===== config.mk =====
export PLATFORM = sky130hd
export DESIGN_NAME = char_lcd_4bit_command_sequencer
export DESIGN_NICKNAME = d
export VERILOG_FILES = /design/src/clcd_pkg.sv /design/src/char_lcd_4bit_command_sequencer.sv
export SDC_FILE = /design/constraint.sdc
export NUM_CORES = 1
export LEC_CHECK = 0
export ABC_AREA = 1
export BUFFER_PORTS_ARGS = -buffer_cell sky130_fd_sc_hd__buf_4
export CAP_MARGIN = 25
export CORE_MARGIN = 3
export CORE_UTILIZATION = 23
export CTS_CLUSTER_SIZE = 10
export DETAILED_ROUTE_END_ITERATION = 6
export PLACE_DENSITY = 0.48
export SLEW_MARGIN = 10
export SYNTH_ARGS = -nofsm -noshare
export SYNTH_HDL_FRONTEND = slang
export SYNTH_SLANG_ARGS = --single-unit

===== constraint.sdc =====
create_clock -name clk_i -period 2.2 [get_ports clk_i]
set_input_delay 0.22 -clock clk_i [delete_from_list [all_inputs] [get_ports clk_i]]
set_output_delay 0.22 -clock clk_i [all_outputs]
set_load 0.05 [all_outputs]

===== src/clcd_pkg.sv =====
// Types, constants and microcode ROM of the char LCD command sequencer.
// No dependencies.
package clcd_pkg;

  localparam int unsigned PC_W       = 6;
  localparam int unsigned SHIFT_W    = 5;
  localparam int unsigned CFG_IDX_W  = 1;
  localparam int unsigned CFG_DATA_W = 6;
  localparam int unsigned LINE_W     = 3;
  localparam int unsigned COL_W      = 6;

  localparam logic [CFG_IDX_W-1:0] CFG_LINE_COUNT   = 1'b0;
  localparam logic [CFG_IDX_W-1:0] CFG_COLUMN_COUNT = 1'b1;

  localparam logic [LINE_W-1:0] LINE_COUNT_RST   = 3'd2;
  localparam logic [COL_W-1:0]  COLUMN_COUNT_RST = 6'd16;

  localparam logic [7:0]  GOTO_BASE      = 8'h80;
  localparam logic [7:0]  GOTO_BASE_ROW1 = 8'hC0;
  localparam logic [7:0]  ASCII_ZERO     = 8'h30;
  localparam logic [14:0] DLY_POWER_UP   = 15'd30000;
  localparam logic [14:0] DLY_WAKE_2     = 15'd3000;
  localparam logic [14:0] DLY_WAKE_3     = 15'd100;
  localparam logic [13:0] DLY_CLEAR      = 14'd12500;

  typedef enum logic [2:0] {
    OP_INIT  = 3'd0,
    OP_CLEAR = 3'd1,
    OP_GOTO  = 3'd2,
    OP_CHAR  = 3'd3,
    OP_DEC   = 3'd4,
    OP_HEX   = 3'd5,
    OP_INT   = 3'd6,
    OP_SHIFT = 3'd7
  } op_e;

  // Where a nibble comes from.
  typedef enum logic [3:0] {
    SRC_CONST = 4'd0,
    SRC_GOTO  = 4'd1,
    SRC_VALUE = 4'd2,
    SRC_DEC_H = 4'd3,
    SRC_DEC_T = 4'd4,
    SRC_DEC_U = 4'd5,
    SRC_HEX_H = 4'd6,
    SRC_HEX_L = 4'd7,
    SRC_INT_T = 4'd8,
    SRC_INT_U = 4'd9
  } src_e;

  typedef enum logic [1:0] {
    COND_NONE     = 2'd0,
    COND_GOTO_BAD = 2'd1,
    COND_CNT_ZERO = 2'd2,
    COND_CNT_MORE = 2'd3
  } cond_e;

  typedef enum logic [1:0] {
    DLYB_NONE = 2'd0,
    DLYB_30K  = 2'd1,
    DLYB_3K   = 2'd2,
    DLYB_100  = 2'd3
  } dlyb_e;

  typedef struct packed {
    logic            emit;
    src_e            src;
    logic            lo;
    logic [3:0]      nib;
    logic            rs;
    logic            pwr;
    dlyb_e           dly_b;
    logic            dly_a_long;
    logic            poll;
    cond_e           cond;
    logic            fin;
    logic [PC_W-1:0] tgt;
  } uword_t;

  // Program entry points and shared stop word.
  localparam logic [PC_W-1:0] PC_INIT  = 6'd0;
  localparam logic [PC_W-1:0] PC_CLEAR = 6'd14;
  localparam logic [PC_W-1:0] PC_GOTO  = 6'd16;
  localparam logic [PC_W-1:0] PC_CHAR  = 6'd19;
  localparam logic [PC_W-1:0] PC_DEC   = 6'd21;
  localparam logic [PC_W-1:0] PC_HEX   = 6'd27;
  localparam logic [PC_W-1:0] PC_HEXC  = 6'd30;
  localparam logic [PC_W-1:0] PC_INT   = 6'd34;
  localparam logic [PC_W-1:0] PC_INTC  = 6'd37;
  localparam logic [PC_W-1:0] PC_SHIFT = 6'd41;
  localparam logic [PC_W-1:0] PC_SHLP  = 6'd42;
  localparam logic [PC_W-1:0] PC_STOP  = 6'd44;

  function automatic uword_t uw_const(logic [3:0] nib, logic poll, logic fin);
    uword_t w;
    w      = '0;
    w.emit = 1'b1;
    w.src  = SRC_CONST;
    w.nib  = nib;
    w.poll = poll;
    w.fin  = fin;
    return w;
  endfunction

  function automatic uword_t uw_byte(src_e src, logic lo, logic rs, logic fin);
    uword_t w;
    w      = '0;
    w.emit = 1'b1;
    w.src  = src;
    w.lo   = lo;
    w.rs   = rs;
    w.poll = lo;   // every byte polls after its low nibble
    w.fin  = fin;
    return w;
  endfunction

  function automatic uword_t uw_jump(cond_e cond, logic [PC_W-1:0] tgt, logic fin);
    uword_t w;
    w      = '0;
    w.cond = cond;
    w.tgt  = tgt;
    w.fin  = fin;
    return w;
  endfunction

  function automatic logic [PC_W-1:0] entry_pc(op_e op);
    logic [PC_W-1:0] pc;
    unique case (op)
      OP_INIT:  pc = PC_INIT;
      OP_CLEAR: pc = PC_CLEAR;
      OP_GOTO:  pc = PC_GOTO;
      OP_CHAR:  pc = PC_CHAR;
      OP_DEC:   pc = PC_DEC;
      OP_HEX:   pc = PC_HEX;
      OP_INT:   pc = PC_INT;
      OP_SHIFT: pc = PC_SHIFT;
      default:  pc = PC_STOP;
    endcase
    return pc;
  endfunction

  function automatic logic [7:0] hex_char(logic [3:0] n);
    return (n < 4'd10) ? ASCII_ZERO + 8'(n) : 8'h37 + 8'(n);
  endfunction

  // Microcode ROM.
  function automatic uword_t urom(logic [PC_W-1:0] pc);
    uword_t w;
    w = uw_jump(COND_NONE, PC_STOP, 1'b1);
    unique case (pc)
      // init: wake-up nibbles, then function set, display, clear, entry mode
      6'd0:  begin w = uw_const(4'h3, 1'b0, 1'b0); w.pwr = 1'b1; w.dly_b = DLYB_30K; end
      6'd1:  begin w = uw_const(4'h3, 1'b0, 1'b0); w.dly_b = DLYB_3K; end
      6'd2:  begin w = uw_const(4'h3, 1'b0, 1'b0); w.dly_b = DLYB_100; end
      6'd3:  begin w = uw_const(4'h2, 1'b1, 1'b0); w.dly_b = DLYB_100; end
      6'd4:  w = uw_const(4'h2, 1'b0, 1'b0);
      6'd5:  w = uw_const(4'h8, 1'b1, 1'b0);
      6'd6:  w = uw_const(4'h0, 1'b0, 1'b0);
      6'd7:  w = uw_const(4'h8, 1'b1, 1'b0);
      6'd8:  w = uw_const(4'h0, 1'b0, 1'b0);
      6'd9:  w = uw_const(4'hC, 1'b1, 1'b0);
      6'd10: w = uw_const(4'h0, 1'b0, 1'b0);
      6'd11: w = uw_const(4'h1, 1'b1, 1'b0);
      6'd12: w = uw_const(4'h0, 1'b0, 1'b0);
      6'd13: w = uw_const(4'h6, 1'b1, 1'b1);
      // clear
      6'd14: w = uw_const(4'h0, 1'b0, 1'b0);
      6'd15: begin w = uw_const(4'h1, 1'b1, 1'b1); w.dly_a_long = 1'b1; end
      // goto
      6'd16: w = uw_jump(COND_GOTO_BAD, PC_STOP, 1'b0);
      6'd17: w = uw_byte(SRC_GOTO, 1'b0, 1'b0, 1'b0);
      6'd18: w = uw_byte(SRC_GOTO, 1'b1, 1'b0, 1'b1);
      // char
      6'd19: w = uw_byte(SRC_VALUE, 1'b0, 1'b1, 1'b0);
      6'd20: w = uw_byte(SRC_VALUE, 1'b1, 1'b1, 1'b1);
      // decimal byte
      6'd21: w = uw_byte(SRC_DEC_H, 1'b0, 1'b1, 1'b0);
      6'd22: w = uw_byte(SRC_DEC_H, 1'b1, 1'b1, 1'b0);
      6'd23: w = uw_byte(SRC_DEC_T, 1'b0, 1'b1, 1'b0);
      6'd24: w = uw_byte(SRC_DEC_T, 1'b1, 1'b1, 1'b0);
      6'd25: w = uw_byte(SRC_DEC_U, 1'b0, 1'b1, 1'b0);
      6'd26: w = uw_byte(SRC_DEC_U, 1'b1, 1'b1, 1'b1);
      // hex at position
      6'd27: w = uw_jump(COND_GOTO_BAD, PC_HEXC, 1'b0);
      6'd28: w = uw_byte(SRC_GOTO, 1'b0, 1'b0, 1'b0);
      6'd29: w = uw_byte(SRC_GOTO, 1'b1, 1'b0, 1'b0);
      6'd30: w = uw_byte(SRC_HEX_H, 1'b0, 1'b1, 1'b0);
      6'd31: w = uw_byte(SRC_HEX_H, 1'b1, 1'b1, 1'b0);
      6'd32: w = uw_byte(SRC_HEX_L, 1'b0, 1'b1, 1'b0);
      6'd33: w = uw_byte(SRC_HEX_L, 1'b1, 1'b1, 1'b1);
      // int at position
      6'd34: w = uw_jump(COND_GOTO_BAD, PC_INTC, 1'b0);
      6'd35: w = uw_byte(SRC_GOTO, 1'b0, 1'b0, 1'b0);
      6'd36: w = uw_byte(SRC_GOTO, 1'b1, 1'b0, 1'b0);
      6'd37: w = uw_byte(SRC_INT_T, 1'b0, 1'b1, 1'b0);
      6'd38: w = uw_byte(SRC_INT_T, 1'b1, 1'b1, 1'b0);
      6'd39: w = uw_byte(SRC_INT_U, 1'b0, 1'b1, 1'b0);
      6'd40: w = uw_byte(SRC_INT_U, 1'b1, 1'b1, 1'b1);
      // shift left: 0x18 repeated, no poll
      6'd41: w = uw_jump(COND_CNT_ZERO, PC_STOP, 1'b0);
      6'd42: w = uw_const(4'h1, 1'b0, 1'b0);
      6'd43: begin
        w = uw_const(4'h8, 1'b0, 1'b1);
        w.cond = COND_CNT_MORE;
        w.tgt  = PC_SHLP;
      end
      default: w = uw_jump(COND_NONE, PC_STOP, 1'b1);
    endcase
    return w;
  endfunction

endpackage


===== src/char_lcd_4bit_command_sequencer.sv =====
// Char LCD 4-bit command sequencer, top level.
// Depends on clcd_pkg (types, constants, microcode ROM).
//
// Usage:
// - Slave stream (s_axis_*) takes one display command per beat. A command
//   is taken only while the sequencer is idle; tready drops for its run.
// - Master stream (m_axis_*) gives one bus write (nibble) per beat; tlast
//   marks the final write of a command, tuser is the register select.
// - cfg_* writes line_count (index 0) and column_count (index 1) for the
//   goto range check; write only while idle.
// Timing:
// - The command beat loads the step counter; the first write word then
//   fills the output register. Goto, hex, int and shift do a range or count
//   check first. After that one nibble per cycle while tready is high.
// - A command runs one microword per write plus any check or stop word:
//   init writes 14 nibbles, clear and char 2, decimal 6, a shift of n 2n,
//   and a zero shift or a rejected goto none. The pace is set by the microcode
//   step counter, one word per cycle while the output is not stalled.
// - A new command is taken the cycle after the last write leaves the
//   sequencer, even while that write still waits in the output register.
// Reset: registers return to 2 lines and 16 columns, sequencer idle,
//   no output beat pending.
// Stall: when the receiver holds tready low and a beat is pending, the
//   sequencer freezes on its current microword and the beat stays unchanged.
module char_lcd_4bit_command_sequencer #(
  parameter int unsigned SHIFT_MAX = 31
) (
  input  logic                                clk_i,
  input  logic                                rst_ni,
  input  logic                                cfg_we_i,
  input  logic [clcd_pkg::CFG_IDX_W-1:0]      cfg_idx_i,
  input  logic [clcd_pkg::CFG_DATA_W-1:0]     cfg_data_i,
  input  logic                                s_axis_tvalid_i,
  output logic                                s_axis_tready_o,
  // [2:0] opcode, [10:3] value, [18:11] column, [26:19] row, [31:27] shift_count
  input  logic [31:0]                         s_axis_tdata_i,
  output logic                                m_axis_tvalid_o,
  input  logic                                m_axis_tready_i,
  // [3:0] nibble, [4] power_on, [19:5] delay_before, [33:20] delay_after,
  // [34] poll_busy_after, [39:35] zero
  output logic [39:0]                         m_axis_tdata_o,
  // [0] reg_select
  output logic                                m_axis_tuser_o,
  output logic                                m_axis_tlast_o
);
  import clcd_pkg::*;

  localparam logic [SHIFT_W-1:0] SHIFT_LIM = SHIFT_W'(SHIFT_MAX);

  // command fields
  logic [2:0]         in_opcode;
  logic [7:0]         in_value, in_column, in_row;
  logic [SHIFT_W-1:0] in_shift;
  assign in_opcode = s_axis_tdata_i[2:0];
  assign in_value  = s_axis_tdata_i[10:3];
  assign in_column = s_axis_tdata_i[18:11];
  assign in_row    = s_axis_tdata_i[26:19];
  assign in_shift  = s_axis_tdata_i[31:27];

  logic [LINE_W-1:0]  line_count_q;
  logic [COL_W-1:0]   column_count_q;
  logic               busy_q, busy_d;
  logic [PC_W-1:0]    pc_q, pc_d;
  logic [SHIFT_W-1:0] cnt_q, cnt_d;
  logic               m_valid_q, m_valid_d;

  logic [7:0] value_q, column_q, row_q;
  logic [4:0] t10_q;    // value / 10
  logic [1:0] hund_q;   // value / 100

  logic [39:0] m_data_q, m_data_d;
  logic        m_user_q, m_user_d, m_last_q, m_last_d;

  logic accept, adv, goto_ok, cond_hit;
  uword_t w;

  assign s_axis_tready_o = !busy_q;
  assign accept          = s_axis_tvalid_i && !busy_q;
  assign adv             = busy_q && (!m_valid_q || m_axis_tready_i);
  assign w               = urom(pc_q);

  // digit split by reciprocal multiply, exact over 0..255
  logic [15:0] prod10;
  logic [13:0] prod100;
  assign prod10  = 16'(in_value) * 16'd205;
  assign prod100 = 14'(in_value) * 14'd41;

  logic [7:0] units_w;
  logic [3:0] units, dec_t;
  assign units_w = value_q - (8'({t10_q, 3'b000}) + 8'({t10_q, 1'b0}));
  assign units   = units_w[3:0];

  always_comb begin
    if (t10_q >= 5'd20) begin
      dec_t = 4'(t10_q - 5'd20);
    end else if (t10_q >= 5'd10) begin
      dec_t = 4'(t10_q - 5'd10);
    end else begin
      dec_t = t10_q[3:0];
    end
  end

  assign goto_ok = (row_q < 8'(line_count_q)) && (column_q < 8'(column_count_q));

  always_comb begin
    case (w.cond)
      COND_GOTO_BAD: cond_hit = !goto_ok;
      COND_CNT_ZERO: cond_hit = (cnt_q == '0);
      COND_CNT_MORE: cond_hit = (cnt_q > 5'd1);
      default:       cond_hit = 1'b0;
    endcase
  end

  // byte source for the current microword
  logic [7:0] src_byte;
  logic [3:0] nib;
  always_comb begin
    case (w.src)
      SRC_GOTO:  src_byte = ((row_q == 8'd1) ? GOTO_BASE_ROW1 : GOTO_BASE) | column_q;
      SRC_VALUE: src_byte = value_q;
      SRC_DEC_H: src_byte = ASCII_ZERO | 8'(hund_q);
      SRC_DEC_T: src_byte = ASCII_ZERO | 8'(dec_t);
      SRC_DEC_U: src_byte = ASCII_ZERO | 8'(units);
      SRC_HEX_H: src_byte = hex_char(value_q[7:4]);
      SRC_HEX_L: src_byte = hex_char(value_q[3:0]);
      SRC_INT_T: src_byte = ASCII_ZERO + 8'(t10_q);   // no clamp: can pass '9'
      SRC_INT_U: src_byte = ASCII_ZERO | 8'(units);
      default:   src_byte = {w.nib, w.nib};
    endcase
    nib = w.lo ? src_byte[3:0] : src_byte[7:4];
    if (w.src == SRC_CONST) begin
      nib = w.nib;
    end
  end

  logic [14:0] dly_b;
  always_comb begin
    case (w.dly_b)
      DLYB_30K: dly_b = DLY_POWER_UP;
      DLYB_3K:  dly_b = DLY_WAKE_2;
      DLYB_100: dly_b = DLY_WAKE_3;
      default:  dly_b = '0;
    endcase
  end

  // sequencer next state
  always_comb begin
    busy_d    = busy_q;
    pc_d      = pc_q;
    cnt_d     = cnt_q;
    m_valid_d = m_valid_q && !m_axis_tready_i;
    m_data_d  = m_data_q;
    m_user_d  = m_user_q;
    m_last_d  = m_last_q;
    if (accept) begin
      busy_d = 1'b1;
      pc_d   = entry_pc(op_e'(in_opcode));
      cnt_d  = (in_shift > SHIFT_LIM) ? SHIFT_LIM : in_shift;
    end else if (adv) begin
      if (cond_hit) begin
        pc_d = w.tgt;
      end else if (w.fin) begin
        busy_d = 1'b0;
      end else begin
        pc_d = pc_q + 1'b1;
      end
      if (w.cond == COND_CNT_MORE && cond_hit) begin
        cnt_d = cnt_q - 1'b1;
      end
      if (w.emit) begin
        m_valid_d = 1'b1;
        m_data_d  = {5'd0, w.poll, (w.dly_a_long ? DLY_CLEAR : 14'd0), dly_b, w.pwr, nib};
        m_user_d  = w.rs;
        m_last_d  = w.fin && !cond_hit;
      end
    end
  end

  always_ff @(posedge clk_i or negedge rst_ni) begin
    if (!rst_ni) begin
      line_count_q   <= LINE_COUNT_RST;
      column_count_q <= COLUMN_COUNT_RST;
      busy_q         <= 1'b0;
      pc_q           <= PC_STOP;
      cnt_q          <= '0;
      m_valid_q      <= 1'b0;
    end else begin
      if (cfg_we_i) begin
        case (cfg_idx_i)
          CFG_LINE_COUNT:   line_count_q   <= cfg_data_i[LINE_W-1:0];
          CFG_COLUMN_COUNT: column_count_q <= cfg_data_i[COL_W-1:0];
          default:          ;
        endcase
      end
      busy_q    <= busy_d;
      pc_q      <= pc_d;
      cnt_q     <= cnt_d;
      m_valid_q <= m_valid_d;
    end
  end

  always_ff @(posedge clk_i) begin
    if (accept) begin
      value_q  <= in_value;
      column_q <= in_column;
      row_q    <= in_row;
      t10_q    <= prod10[15:11];
      hund_q   <= prod100[13:12];
    end
    m_data_q <= m_data_d;
    m_user_q <= m_user_d;
    m_last_q <= m_last_d;
  end

  assign m_axis_tvalid_o = m_valid_q;
  assign m_axis_tdata_o  = m_data_q;
  assign m_axis_tuser_o  = m_user_q;
  assign m_axis_tlast_o  = m_last_q;

endmodule


==> impl_metrics.json <==
{
  "die_h_microns": 177,
  "drt-initial-drc-count": 249,
  "drt-pass1-iter-count": 4,
  "grt.busiest_layer": "met2",
  "fmax_ghz": 0.340,
  "vias": 5819,
  "cts_buffers": 9,
  "critical_path_class": "input pin to flop",
  "critPathSlowestCell": "fa_1",
  "grt_overflow_total": 0,
  "p_seq_frac": 0.182,
  "drt-total-wl_microns": 17400,
  "arrival_ps": 3050,
  "grt_max_degree": 23,
  "grt_pass1_wl_microns": 27900,
  "antenna_found_initial": 0,
  "synth_cell_types": 45,
  "met2_usage": 0.185,
  "htree_levels": 3,
  "cts.clk_slew.worst_paths_ps": 60,
  "synth_top_family_by_area": "simple AND/OR/NAND/NOR gates",
  "total_power_mw": 12.4,
  "first_global_vias": 5620,
  "power_density_nw_per_um2": 1310,
  "outcome": "finished with violations",
  "post-route-min-period_ps": 2940,
  "holdCritPathClass": "input pin to flop",
  "finalCritPeriodShare": 1.34,
  "ys_async_sr_fraction": 0.328,
  "setup_slack_ps": -744,
  "dp.cells": 1344,
  "antennaDiodeCount": 0,
  "viasPerCell": 4.19,
  "fillCellCount": 2979,
  "max_stage_delay_ps": 490,
  "cts.path.max_buffers": 2,
  "rows": 61,
  "clock_latency_ps": 350,
  "layoutNonFillerInstCount": 1388,
  "start_util": 0.237,
  "power_switching_mw": 5.93,
  "slew_viol_final": 0,
  "syn2layout_area_growth_pct": 42.1,
  "worst_clock_skew_ps": 6.31,
  "synthAdderAreaFrac": 0.242,
  "synth_ff_type": "edfxtp_1",
  "post_synth_mux_area_share": 0.00336,
  "p_leak_nw": 4.62,
  "cts-root-buf": "clkbuf_16",
  "avgRoutedWirePerCell_microns": 12.6,
  "yosysSeqAreaShare": 0.285,
  "cp-start-kind": "input pin",
  "synth_xor_area_frac": 0.0222,
  "design.die.area_sq_um": 31200,
  "ios": 88,
  "use_met3": 0.0199,
  "cts_tree": "built",
  "clkPwrFrac": 0.128,
  "synth-warning-count": 0,
  "cp-end-kind": "flop",
  "syn_area_per_cell_sq_um": 8.10,
  "violations": "negative setup slack",
  "finalHoldViolations": 0,
  "setup_violations": 7,
  "gp_congestion": 0.868,
  "syn-instance-count": 828,
  "ir_drop_mv": 0.679,
  "internal_power_mw": 6.52,
  "drc_errors": 0,
  "nets": 1172,
  "critPathMaxFanout": 4,
  "grtUsageMet1": 0.148,
  "combinationalPowerShare": 0.690,
  "synth_area_sq_um": 6710,
  "rsz0062_at_grt": "yes",
  "core_sq_um": 28200,
  "cts_sinks": 67,
  "port_buffers": 72,
  "synth_edf_count": 45,
  "drive_gt1_frac": 0.366,
  "ys_ff_latch": 67,
  "die_w_microns": 177,
  "synthSimpleGateAreaFrac": 0.261,
  "crit_chain": "buf_12 > ha_4 > xor2_1 > ha_1 > fa_1 > inv_1 > fa_1 > inv_2 > ha_4 > a21oi_2 > o21a_1 > o21ai_2 > nand3_1 > nand2_2 > nand2_1 > nand3_1 > nand2_1",
  "grtUsageTotal": 0.111,
  "drtAntennaViolNets": 0,
  "switching_share": 0.476,
  "crit_required_ps": 2310,
  "synth_compound_gate_area_share": 0.0716,
  "dpl.hpwl_microns": 13800,
  "drv_cap": 0
}
[through the flow]
step                TNS (ps)   util  hold WS (ps)  instance area [sq um]  setup WS, ps
finish                 -3890  0.337          44.3                   9530          -744
global route           -5560  0.337          33.3                   9530          -900
CTS                    -3710  0.310          27.2                   8750          -708
detailed placement     -6880  0.293           141                   8280         -1160
global placement       -6780  0.293           144                   8280         -1140
floorplan              -4070      -         -75.6                   6820          -884
[cell usage after synthesis, types with 8 or more instances]
master    number  area share
nand2_1      182        0.10
ha_1         112        0.21
inv_1        106       0.059
nand3_1       67       0.050
nor2_1        66       0.037
edfxtp_1      45        0.20
o21ai_0       38       0.028
buf_4         30       0.034
a21oi_1       26       0.019
dfrtp_1       17       0.063
nand4_1       14       0.013
xor2_1        13       0.017
fa_1          11       0.033
buf_6          8       0.013
inv_2          8      0.0045
nand2_2        8      0.0075
nor2_4         8       0.013
o21ai_1        8      0.0060
[kinds of logic after synthesis]
family | count (synthesis)
AND/OR/NAND/NOR | 373
buffers and inverters | 157
adder cells (fa/ha/maj) | 123
AO/OA/AOI/OAI | 88
flip-flops | 67
XOR/XNOR | 17
multiplexers | 2
other | 1
[worst paths after layout]
check | start | to | slack, ps | cells past startpoint
setup / recovery | s_axis_tdata_i[4] | t10_q[3] | -740 | 17
hold / removal | s_axis_tdata_i[19] | row_q[0] | 40 | 1
setup reg to reg | pc_q[1] | m_axis_tdata_o[1] | 10 | 13
hold reg to reg | column_count_q[4] | column_count_q[4] | 480 | 2
max in group asynchronous | rst_ni | pc_q[2] | 1600 | 2
min in group asynchronous | rst_ni | column_count_q[3] | 310 | 2
[worst max-delay path: cells and delay by family]
kind | cells | cell delay, ps
compound gates | 3 | 300
simple gates | 5 | 390
buf+inv | 3 | 210
xor+xnor | 1 | 150
fa+ha+maj | 5 | 1780
[metal layers]
| metal | vias up | part of all wire | routed length, microns |
|---|---|---|---|
| li1 | 3047 | - | - |
| met4 | 0 | 0.014 | 240 |
| met3 | 15 | 0.045 | 778 |
| met5 | - | 0 | 0 |
| met1 | 2655 | 0.46 | 8060 |
| met2 | 102 | 0.48 | 8350 |
[repair_timing]
item / 4_1_cts / 5_1_grt
buffers inserted: 6 / 18
cloned: 0 / 3
pin swaps: 15 / 84
hold buffers: 1 / 0
resized for setup: 30 / 142
endpoints found under the hold margin: 17 / 0
setup endpoints to repair: 29 / 38
[flip-flops by register name (all words and copies together) (netlist names), 2 cells and up]
name            flops
t10_q               5
pc_q                6
column_q            8
value_q             8
line_count_q        3
row_q               8
column_count_q      6
hund_q              2
m_axis_tdata_o     12
cnt_q               5
[final cells by class]
cell class / instances / area (sq um) / area share
multi-input cells: 618 / 4710 / 0.494
flip-flops and latches: 67 / 1910 / 0.201
repair buffers: 192 / 1640 / 0.172
well taps: 378 / 473 / 0.0496
inverters: 117 / 468 / 0.0491
clock buffers: 9 / 225 / 0.0236
clock inverters: 7 / 100 / 0.0105
[cells in the final DEF, fill, tap and decap left out, drive strengths merged, types with 2 or more instances in the layout]
master	Yosys	final
clkinv	1	4
conb	1	15
inv	116	118
nand2	195	195
nor3	5	5
dfstp	5	5
o31ai	2	2
a21oi	26	26
buf	38	189
clkbuf	2	11
or2	2	2
xor2	13	13
dfrtp	17	17
nand3b	3	3
o21ai	46	46
nor2	80	80
a21o	2	2
nand3	72	72
nor4	2	2
o211ai	3	3
nand4	14	14
o21bai	3	3
mux2	2	2
bufinv	0	2
xnor2	4	4
fa	11	11
edfxtp	45	45
ha	112	112
[power by group through the flow]
stage	sequential [mW]	clock [mW]	combinational (mW)
6_report	2.26	1.60	8.59
3_3_place_gp	2.25	0	7.11
4_1_cts	2.26	1.65	7.32
3_5_place_dp	2.26	0	7.08
5_1_grt	2.32	1.69	9.47
2_1_floorplan	2.62	0	4.34
No activity file was read; power rests on OpenSTA's default activity.
